File: src/rtl/pffl_pkg.sv
package pffl_pkg;

  localparam int PAGES_DEF      = 128;
  localparam int PAGE_BYTES_DEF = 4096;

  localparam int CMD_W   = 2;
  localparam int COUNT_W = 8;
  localparam int HEAD_W  = 8;
  localparam int FIRST_W = 7;
  localparam int BASE_W  = 19;

  typedef logic [CMD_W-1:0] cmd_t;

  localparam cmd_t CMD_INIT  = 2'd0;
  localparam cmd_t CMD_ALLOC = 2'd1;
  localparam cmd_t CMD_FREE  = 2'd2;
  localparam cmd_t CMD_NONE  = 2'd3;

  typedef enum logic [2:0] {
    ST_CLEAR,
    ST_IDLE,
    ST_ALLOC,
    ST_FREE,
    ST_PUSH
  } state_t;

endpackage

File: src/rtl/pffl_in_if.sv
interface pffl_in_if;
  import pffl_pkg::*;

  logic                 valid;
  logic                 ready;
  cmd_t                 command;
  logic [COUNT_W-1:0]   page_count;
  logic [HEAD_W-1:0]    list_head;

  modport source(output valid, output command, output page_count, output list_head,
                 input ready);
  modport sink(input valid, input command, input page_count, input list_head,
               output ready);
endinterface

File: src/rtl/pffl_out_if.sv
interface pffl_out_if;
  import pffl_pkg::*;

  logic                 valid;
  logic                 ready;
  logic                 granted;
  logic [FIRST_W-1:0]   first_page;
  logic [BASE_W-1:0]    base_address;

  modport source(output valid, output granted, output first_page, output base_address,
                 input ready);
  modport sink(input valid, input granted, input first_page, input base_address,
               output ready);
endinterface

File: src/rtl/pffl_link_ram.sv
module pffl_link_ram #(
  parameter int DEPTH = pffl_pkg::PAGES_DEF,
  parameter int AW    = $clog2(DEPTH),
  parameter int DW    = $clog2(DEPTH + 1)
) (
  input  logic          clk,
  input  logic          we,
  input  logic [AW-1:0] waddr,
  input  logic [DW-1:0] wdata,
  input  logic [AW-1:0] raddr,
  output logic [DW-1:0] rdata
);
  logic [DW-1:0] mem [DEPTH];
  logic [DW-1:0] rdata_r;

  always_ff @(posedge clk) begin
    if (we) begin
      mem[waddr] <= wdata;
    end
  end

  always_ff @(posedge clk) begin
    rdata_r <= mem[raddr];
  end

  assign rdata = rdata_r;
endmodule

File: src/rtl/page_frame_free_list_allocator_unit.sv
// channel | dir | handshake           | word
// in_chan | in  | valid/ready         | command, page_count, list_head
// out_chan| out | valid/ready         | granted, first_page, base_address
//
// One command at a time; the link table is a registered-read RAM, one link read per cycle.
// The result follows a walk over the n frames of an allocate or an L-frame freed chain,
// or a rewrite of the table on initialize; a zero count or empty list skips the walk.
// After reset the same table rewrite runs before the first word is accepted.
// The next word is taken in the cycle after the result word is loaded; a stalled result
// holds the block in its push cycle until the output register frees up.
module page_frame_free_list_allocator_unit #(
  parameter int PAGES      = pffl_pkg::PAGES_DEF,
  parameter int PAGE_BYTES = pffl_pkg::PAGE_BYTES_DEF
) (
  input  logic       clk,
  input  logic       rst_n,
  pffl_in_if.sink    in_chan,
  pffl_out_if.source out_chan
);
  import pffl_pkg::*;

  localparam int IW     = $clog2(PAGES);
  localparam int LW     = $clog2(PAGES + 1);
  localparam int PB_W   = $clog2(PAGE_BYTES + 1);
  localparam int PROD_W = FIRST_W + PB_W;
  localparam logic [LW-1:0] NULL_LINK = LW'(PAGES);
  localparam logic [IW-1:0] LAST_IDX  = IW'(PAGES - 1);

  state_t             state_r, state_nxt;
  logic [IW-1:0]      cur_r, cur_nxt;
  logic [IW-1:0]      first_r, first_nxt;
  logic [COUNT_W-1:0] rem_r, rem_nxt;
  logic [LW-1:0]      steps_r, steps_nxt;
  logic [LW-1:0]      head_r, head_nxt;
  logic [IW-1:0]      idx_r, idx_nxt;
  logic               init_cmd_r, init_cmd_nxt;
  logic               res_granted_r, res_granted_nxt;
  logic [IW-1:0]      res_first_r, res_first_nxt;
  logic               out_valid_r, out_valid_nxt;
  logic               out_granted_r, out_granted_nxt;
  logic [FIRST_W-1:0] out_first_r, out_first_nxt;
  logic [BASE_W-1:0]  out_base_r, out_base_nxt;

  logic               mem_we;
  logic [IW-1:0]      mem_wa;
  logic [LW-1:0]      mem_wd;
  logic [IW-1:0]      mem_ra;
  logic [LW-1:0]      rd_q;

  logic               in_fire;
  logic               out_free;
  logic               head_is_frame;
  logic               rd_is_frame;
  logic               list_is_frame;
  logic               alloc_fail;
  logic [FIRST_W-1:0] res_first7;
  logic [PROD_W-1:0]  res_prod;

  pffl_link_ram #(
    .DEPTH(PAGES),
    .AW   (IW),
    .DW   (LW)
  ) u_link_ram (
    .clk  (clk),
    .we   (mem_we),
    .waddr(mem_wa),
    .wdata(mem_wd),
    .raddr(mem_ra),
    .rdata(rd_q)
  );

  assign in_chan.ready = (state_r == ST_IDLE);
  assign in_fire       = in_chan.valid && in_chan.ready;
  assign out_free      = !out_valid_r || out_chan.ready;

  assign head_is_frame = (head_r < NULL_LINK);
  assign rd_is_frame   = (rd_q < NULL_LINK);
  assign list_is_frame = (32'(in_chan.list_head) < 32'(PAGES));
  assign alloc_fail    = (in_chan.page_count == '0) || !head_is_frame;

  assign res_first7 = FIRST_W'(res_first_r);
  assign res_prod   = PROD_W'(res_first7) * PROD_W'(PAGE_BYTES);

  // next state
  always_comb begin
    state_nxt = state_r;
    case (state_r)
      ST_CLEAR: begin
        if (idx_r == LAST_IDX) begin
          state_nxt = init_cmd_r ? ST_PUSH : ST_IDLE;
        end
      end
      ST_IDLE: begin
        if (in_fire) begin
          case (in_chan.command)
            CMD_INIT:  state_nxt = ST_CLEAR;
            CMD_ALLOC: state_nxt = alloc_fail ? ST_PUSH : ST_ALLOC;
            CMD_FREE:  state_nxt = list_is_frame ? ST_FREE : ST_PUSH;
            default:   state_nxt = ST_PUSH;
          endcase
        end
      end
      ST_ALLOC: begin
        if (rem_r == '0 || !rd_is_frame) begin
          state_nxt = ST_PUSH;
        end
      end
      ST_FREE: begin
        if (!(steps_r < NULL_LINK && rd_is_frame)) begin
          state_nxt = ST_PUSH;
        end
      end
      ST_PUSH: begin
        if (out_free) begin
          state_nxt = ST_IDLE;
        end
      end
      default: state_nxt = ST_IDLE;
    endcase
  end

  // datapath and table access
  always_comb begin
    cur_nxt         = cur_r;
    first_nxt       = first_r;
    rem_nxt         = rem_r;
    steps_nxt       = steps_r;
    head_nxt        = head_r;
    idx_nxt         = idx_r;
    init_cmd_nxt    = init_cmd_r;
    res_granted_nxt = res_granted_r;
    res_first_nxt   = res_first_r;
    out_valid_nxt   = out_valid_r && !out_chan.ready;
    out_granted_nxt = out_granted_r;
    out_first_nxt   = out_first_r;
    out_base_nxt    = out_base_r;
    mem_we          = 1'b0;
    mem_wa          = cur_r;
    mem_wd          = NULL_LINK;
    mem_ra          = cur_r;

    case (state_r)
      ST_CLEAR: begin
        mem_we   = 1'b1;
        mem_wa   = idx_r;
        mem_wd   = LW'(idx_r) + LW'(1);
        head_nxt = '0;
        idx_nxt  = idx_r + IW'(1);
        if (idx_r == LAST_IDX) begin
          idx_nxt         = '0;
          init_cmd_nxt    = 1'b0;
          res_granted_nxt = 1'b1;
          res_first_nxt   = '0;
        end
      end
      ST_IDLE: begin
        if (in_fire) begin
          case (in_chan.command)
            CMD_INIT: begin
              idx_nxt      = '0;
              init_cmd_nxt = 1'b1;
            end
            CMD_ALLOC: begin
              res_granted_nxt = 1'b0;
              res_first_nxt   = '0;
              cur_nxt         = head_r[IW-1:0];
              first_nxt       = head_r[IW-1:0];
              rem_nxt         = in_chan.page_count - COUNT_W'(1);
              mem_ra          = head_r[IW-1:0];
            end
            CMD_FREE: begin
              res_granted_nxt = 1'b1;
              res_first_nxt   = '0;
              cur_nxt         = IW'(in_chan.list_head);
              first_nxt       = IW'(in_chan.list_head);
              steps_nxt       = '0;
              mem_ra          = IW'(in_chan.list_head);
            end
            default: begin
              res_granted_nxt = 1'b0;
              res_first_nxt   = '0;
            end
          endcase
        end
      end
      ST_ALLOC: begin
        // rd_q is the link out of cur_r
        if (rem_r == '0) begin
          head_nxt        = rd_q;
          mem_we          = 1'b1;
          mem_wa          = cur_r;
          mem_wd          = NULL_LINK;
          res_granted_nxt = 1'b1;
          res_first_nxt   = first_r;
        end else if (rd_is_frame) begin
          cur_nxt = rd_q[IW-1:0];
          rem_nxt = rem_r - COUNT_W'(1);
          mem_ra  = rd_q[IW-1:0];
        end
      end
      ST_FREE: begin
        if (steps_r < NULL_LINK && rd_is_frame) begin
          cur_nxt   = rd_q[IW-1:0];
          steps_nxt = steps_r + LW'(1);
          mem_ra    = rd_q[IW-1:0];
        end else begin
          // splice the chain tail in front of the current head
          mem_we   = 1'b1;
          mem_wa   = cur_r;
          mem_wd   = head_r;
          head_nxt = LW'(first_r);
        end
      end
      ST_PUSH: begin
        if (out_free) begin
          out_valid_nxt   = 1'b1;
          out_granted_nxt = res_granted_r;
          out_first_nxt   = res_first7;
          out_base_nxt    = BASE_W'(res_prod);
        end
      end
      default: ;
    endcase
  end

  always_ff @(posedge clk) begin
    if (!rst_n) begin
      state_r     <= ST_CLEAR;
      head_r      <= '0;
      idx_r       <= '0;
      init_cmd_r  <= 1'b0;
      out_valid_r <= 1'b0;
    end else begin
      state_r     <= state_nxt;
      head_r      <= head_nxt;
      idx_r       <= idx_nxt;
      init_cmd_r  <= init_cmd_nxt;
      out_valid_r <= out_valid_nxt;
    end
  end

  always_ff @(posedge clk) begin
    cur_r         <= cur_nxt;
    first_r       <= first_nxt;
    rem_r         <= rem_nxt;
    steps_r       <= steps_nxt;
    res_granted_r <= res_granted_nxt;
    res_first_r   <= res_first_nxt;
    out_granted_r <= out_granted_nxt;
    out_first_r   <= out_first_nxt;
    out_base_r    <= out_base_nxt;
  end

  assign out_chan.valid        = out_valid_r;
  assign out_chan.granted      = out_granted_r;
  assign out_chan.first_page   = out_first_r;
  assign out_chan.base_address = out_base_r;

  a_head_in_range: assert property (@(posedge clk) disable iff (!rst_n)
    head_r <= NULL_LINK)
    else $error("free head out of range");

  a_alloc_cuts_null: assert property (@(posedge clk) disable iff (!rst_n)
    (state_r == ST_ALLOC && mem_we) |-> (mem_wd == NULL_LINK))
    else $error("allocate must terminate the cut run");

  a_idle_no_write: assert property (@(posedge clk) disable iff (!rst_n)
    (state_r == ST_IDLE || state_r == ST_PUSH) |-> !mem_we)
    else $error("link table written outside a command");

  a_push_loads: assert property (@(posedge clk) disable iff (!rst_n)
    (state_r == ST_PUSH && out_free) |=> (out_valid_r && state_r == ST_IDLE))
    else $error("result not loaded");
endmodule
File: src/flat_wrapper.sv
// flat-port wrapper written by rule: the top's interface ports become plain ports
module page_frame_free_list_allocator_unit_flat import pffl_pkg::*;
#(
  parameter int PAGES      = pffl_pkg::PAGES_DEF,
  parameter int PAGE_BYTES = pffl_pkg::PAGE_BYTES_DEF
)
  (clk, rst_n, in_chan_valid, in_chan_command, in_chan_page_count, in_chan_list_head, in_chan_ready, out_chan_valid, out_chan_granted, out_chan_first_page, out_chan_base_address, out_chan_ready);
  pffl_in_if in_chan_i ();
  pffl_out_if out_chan_i ();
  input  logic clk;
  input  logic rst_n;
  input wire logic [$bits(in_chan_i.valid)-1:0] in_chan_valid;
  input wire logic [$bits(in_chan_i.command)-1:0] in_chan_command;
  input wire logic [$bits(in_chan_i.page_count)-1:0] in_chan_page_count;
  input wire logic [$bits(in_chan_i.list_head)-1:0] in_chan_list_head;
  output wire logic [$bits(in_chan_i.ready)-1:0] in_chan_ready;
  output wire logic [$bits(out_chan_i.valid)-1:0] out_chan_valid;
  output wire logic [$bits(out_chan_i.granted)-1:0] out_chan_granted;
  output wire logic [$bits(out_chan_i.first_page)-1:0] out_chan_first_page;
  output wire logic [$bits(out_chan_i.base_address)-1:0] out_chan_base_address;
  input wire logic [$bits(out_chan_i.ready)-1:0] out_chan_ready;
  assign in_chan_i.valid = in_chan_valid;
  assign in_chan_i.command = in_chan_command;
  assign in_chan_i.page_count = in_chan_page_count;
  assign in_chan_i.list_head = in_chan_list_head;
  assign in_chan_ready = in_chan_i.ready;
  assign out_chan_valid = out_chan_i.valid;
  assign out_chan_granted = out_chan_i.granted;
  assign out_chan_first_page = out_chan_i.first_page;
  assign out_chan_base_address = out_chan_i.base_address;
  assign out_chan_i.ready = out_chan_ready;
  page_frame_free_list_allocator_unit #(.PAGES(PAGES), .PAGE_BYTES(PAGE_BYTES)) u_core (.clk(clk), .rst_n(rst_n), .in_chan(in_chan_i), .out_chan(out_chan_i));
endmodule
File: config.mk
export PLATFORM = sky130hd
export DESIGN_NAME = page_frame_free_list_allocator_unit_flat
export DESIGN_NICKNAME = d
export VERILOG_FILES = /design/src/rtl/pffl_pkg.sv /design/src/rtl/pffl_in_if.sv /design/src/rtl/pffl_out_if.sv /design/src/rtl/pffl_link_ram.sv /design/src/rtl/page_frame_free_list_allocator_unit.sv /design/src/flat_wrapper.sv
export SDC_FILE = /design/constraint.sdc
export NUM_CORES = 2
export LEC_CHECK = 0
export ABC_AREA = 0
export BUFFER_PORTS_ARGS = -buffer_cell sky130_fd_sc_hd__buf_2
export CAP_MARGIN = 20
export CORE_MARGIN = 2
export CORE_UTILIZATION = 63
export CTS_CLUSTER_DIAMETER = 80
export DETAILED_ROUTE_END_ITERATION = 7
export GPL_ROUTABILITY_DRIVEN = 0
export PLACE_DENSITY = 0.77
export SLEW_MARGIN = 20
export SYNTH_ARGS = -nofsm -noshare
export SYNTH_HDL_FRONTEND = slang
export SYNTH_SLANG_ARGS = --single-unit
File: constraint.sdc
create_clock -name clk -period 8.68 [get_ports clk]
set_input_delay 0.434 -clock clk [delete_from_list [all_inputs] [get_ports clk]]
set_output_delay 0.434 -clock clk [all_outputs]
set_load 0.03 [all_outputs]
==> key figures <==
Run
  • Max-cap viol count: 0

Floorplanning
  • Initial core utilization: a little under two thirds
  • Die H: approximately 270 um
  • Core area: 0.0703 mm^2
  • Die width: 271 um
  • Full die area: 0.0735 mm^2
  • Boundary Pins: 51
  • Number of cell rows: a little under 100

Setup path
  • CP top delay family: simple AND/OR/NAND/NOR gates
  • Crit-path max cell delay: 0.89 ns
  • Crit path cell chain: or3b_1, a211oi_1, or3_1, nor2_4, buf_4, inv_8, buf_4, mux4_2, a22oi_1, nand4_1, nor4_1, a211oi_2
  • CP required: between 9 and 10 ns
  • Startpoint Class: register
  • Worst Path Buf+Inv: 3
  • Critical path type: register to register
  • Slowest library cell on the worst path: nor4_1
  • CP endpoint kind: register
  • WP data arrival: around 6.8 ns
  • Worst Path Max Fanout: 154
  • Most used cell, CP: buf_4

GRT
  • Vias in the first global route: 25.5k
  • First-pass GRT wire length: 164000 um
  • Gr ovfl total: 0
  • Initial antenna violation count: 2
  • Largest net degree at the start of global routing: 155
  • Tot GR Track Use: about 30%

Yosys
  • Top post-synthesis cells by area: edfxtp_1 (71%), mux4_2 (5.1%), a211oi_1 (2.7%)
  • Post-synth top area cell: edfxtp_1
  • Commonest cells post-synth: edfxtp_1 (1063), nand2_1 (172), nor2_1 (167), and3_1 (164), a211oi_1 (161)
  • Post-Synthesis Cells: 2775
  • Seq/Total Area, Yosys: between 70% and 80%
  • YS warnings: 0
  • Most frequent cell after synthesis: edfxtp_1
  • Number of enable flip-flop cells after synthesis: roughly 1.1k
  • Synth top area share: 71.0%
  • Post-synth top flop: edfxtp_1
  • Seq cells post-synth: 1098
  • Count of different cell masters after synthesis: 87
  • Syn Area/Cell: 16.2 um^2
  • Syn Std Cell Area: 0.0449 mm^2
  • Async S/R FF share, synth: 0%

Clock tree
  • CTS Root Cell: clkbuf_16
  • Post-CTS setup buffer count: 0
  • Hold Buf Count CTS: 0
  • Post_cts resized: 0
  • CTS tree: done
  • H-tree Lvls: 3
  • Later-pin clock latency in the skew report: between 0.6 and 0.7 ns
  • Worst-path clk slew: around 0.06 ns
  • Clock Path Buffers: 3
  • Clk sinks: 1098
  • Clock buffer count from CTS: approximately 100

Timing
  • Achievable Freq: 158 MHz
  • Setup TNS: 0 ns
  • Final Hold Viols: 0
  • Period utilisation layout: 72.7%
  • Headroom to the max-slew limit: 23.3%
  • Setup Skew: 0.0312 ns
  • Final setup viols: 0
  • Worst-margin pin slew: 1.14 ns
  • Final Critical Period: 6.31 ns
  • Min Hold Slack: 0.0877 ns
  • RSZ-0062 raised after global routing: no
  • Slew Viols, Final: 0

Pwr
  • P_sw: 2110 uW
  • PD cells: ~220 mW/mm^2
  • Peak VDD IR: approximately 0.16 mV
  • Switching share of power: 19.9%
  • Internal: ~8500 uW
  • Pleak: 0.0146 uW
  • Seq pwr share: 54.7%
  • Clock Power Share: 43.4%
  • Comb pwr share: 1.9%

Final layout
  • Multi-input combinational cell area: about 0.011 mm^2
  • N_diodes: 0
  • Fin nets: 2813
  • Share of layout cells above drive strength 1: 16.5%
  • Utilization after layout: 70.3%
  • Area grow syn2layout: 9.97%
  • Register area: 0.0326 mm^2
  • # fillers: 4261

Detailed routing
  • Routed vias/inst: a little under 7
  • Post-route ant nets: 0
  • DR vias: between 20k and 30k
  • Pre-Repair DR Iteration Count: 6
  • DR WL/cell: ~29 um
  • Drt drc: 0
  • Initial DRC Count: 4012
  • Total Wirelength: 109000 um

Hold path
  • Worst hold path type: primary input to register

Status
  • Status: complete, no violations

Place
  • Number of buffers added on ports: 38
  • Hpwl dp: 64300 um
[layout make-up]
class	instances	share of cell area, %
Inverter	16	0.142
Multi-Input combinational cell	1474	23.1
Clock buffer	130	5.65
Tap cell	940	2.38
Timing Repair Buffer	90	1.26
Sequential cell	1098	66.0
Clock inverter	66	1.41
[per-stage QoR]
step / cell area, um^2 / setup slack, ns / total power [uW] / instances
global route: 49400 / 2.31 / 10900 / 3814
detailed placement: 45900 / 2.50 / 6130 / 3618
CTS: 49400 / 2.48 / 10700 / 3814
floorplan: 45000 / 1.01 / 6060 / 2786
global placement: 45900 / 2.52 / 6120 / 3617
finish: 49400 / 2.37 / 10600 / 3814
[cell families (layout without fill, tap and decap cells)]
family,Yosys count,count (layout),synth area share (%)
AND/OR/NAND/NOR,700,700,8.11
flip-flops,1098,1098,72.6
adder cells (fa/ha/maj),7,7,0.195
XOR/XNOR,17,17,0.331
multiplexers,229,229,8.01
other,1,12,0.00835
buffers and inverters,214,302,2.42
AO/OA/AOI/OAI,509,509,8.32
[layer usage]
layer | global-route usage (%) | share of wire (%)
met1 | 42.5 | 38
met5 | 0 | 0
met4 | 11.8 | 3.9
met2 | 46.0 | 47
met3 | 5.78 | 11
[power by group through the flow]
stage | logic [uW] | clock network (uW) | registers, uW
after floorplan | 115 | 0 | 5940
after global placement | 193 | 0 | 5930
after detailed placement | 202 | 0 | 5930
after CTS | 203 | 4640 | 5820
after global routing | 218 | 4850 | 5810
final | 207 | 4620 | 5820
[registers in the layout, summed over array words and instances (netlist names)]
name                        count
u_core.cur_r                    7
u_core.first_r                  7
u_core.head_r                   8
u_core.idx_r                    7
u_core.init_cmd_r               1
u_core.out_chan.first_page      7
u_core.out_chan.granted         1
u_core.out_chan.valid           1
u_core.rem_r                    8
u_core.res_first7               7
u_core.res_granted_r            1
u_core.state_r                  3
u_core.steps_r                  8
u_core.u_link_ram.mem        1024
u_core.u_link_ram.rdata         8
[cells in the final DEF (no fill, tap or decap), types with 27 or more instances in the layout]
cell and count:
edfxtp_1 1063, nand2_1 172, nor2_1 165, and3_1 164
a211oi_1 161, clkbuf_16 107, mux2i_1 102, mux4_2 102
o21ai_0 85, buf_4 48, nand3_1 46, a22oi_1 40
a21oi_1 38, buf_2 38, dfxtp_1 35, clkinv_1 27
[worst register-to-register path, stage by stage, from the launching register on]
cell and delay, ns:
dfxtp_1 0.75, or3b_1 0.53, a211oi_1 0.48, or3_1 0.27, nor2_4 0.05, buf_4 0.31, inv_8 0.81, buf_4 1.01
mux4_2 0.44, a22oi_1 0.33, nand4_1 0.23, nor4_1 0.90, a211oi_2 0.04
[path summary, 6_finish.rpt]
path	start	end	slack [ns]	cells after the start
setup / recovery	u_core.state_r[1]	u_core.u_link_ram.rdata[2]	2.37	12
setup reg to reg	u_core.state_r[1]	u_core.u_link_ram.rdata[2]	2.37	12
hold reg to reg	u_core.res_first7[2]	u_core.out_chan.first_page[2]	0.42	0
hold / removal	in_chan_list_head[5]	u_core.first_r[5]	0.09	3
Power figures use the tool's default switching activity.
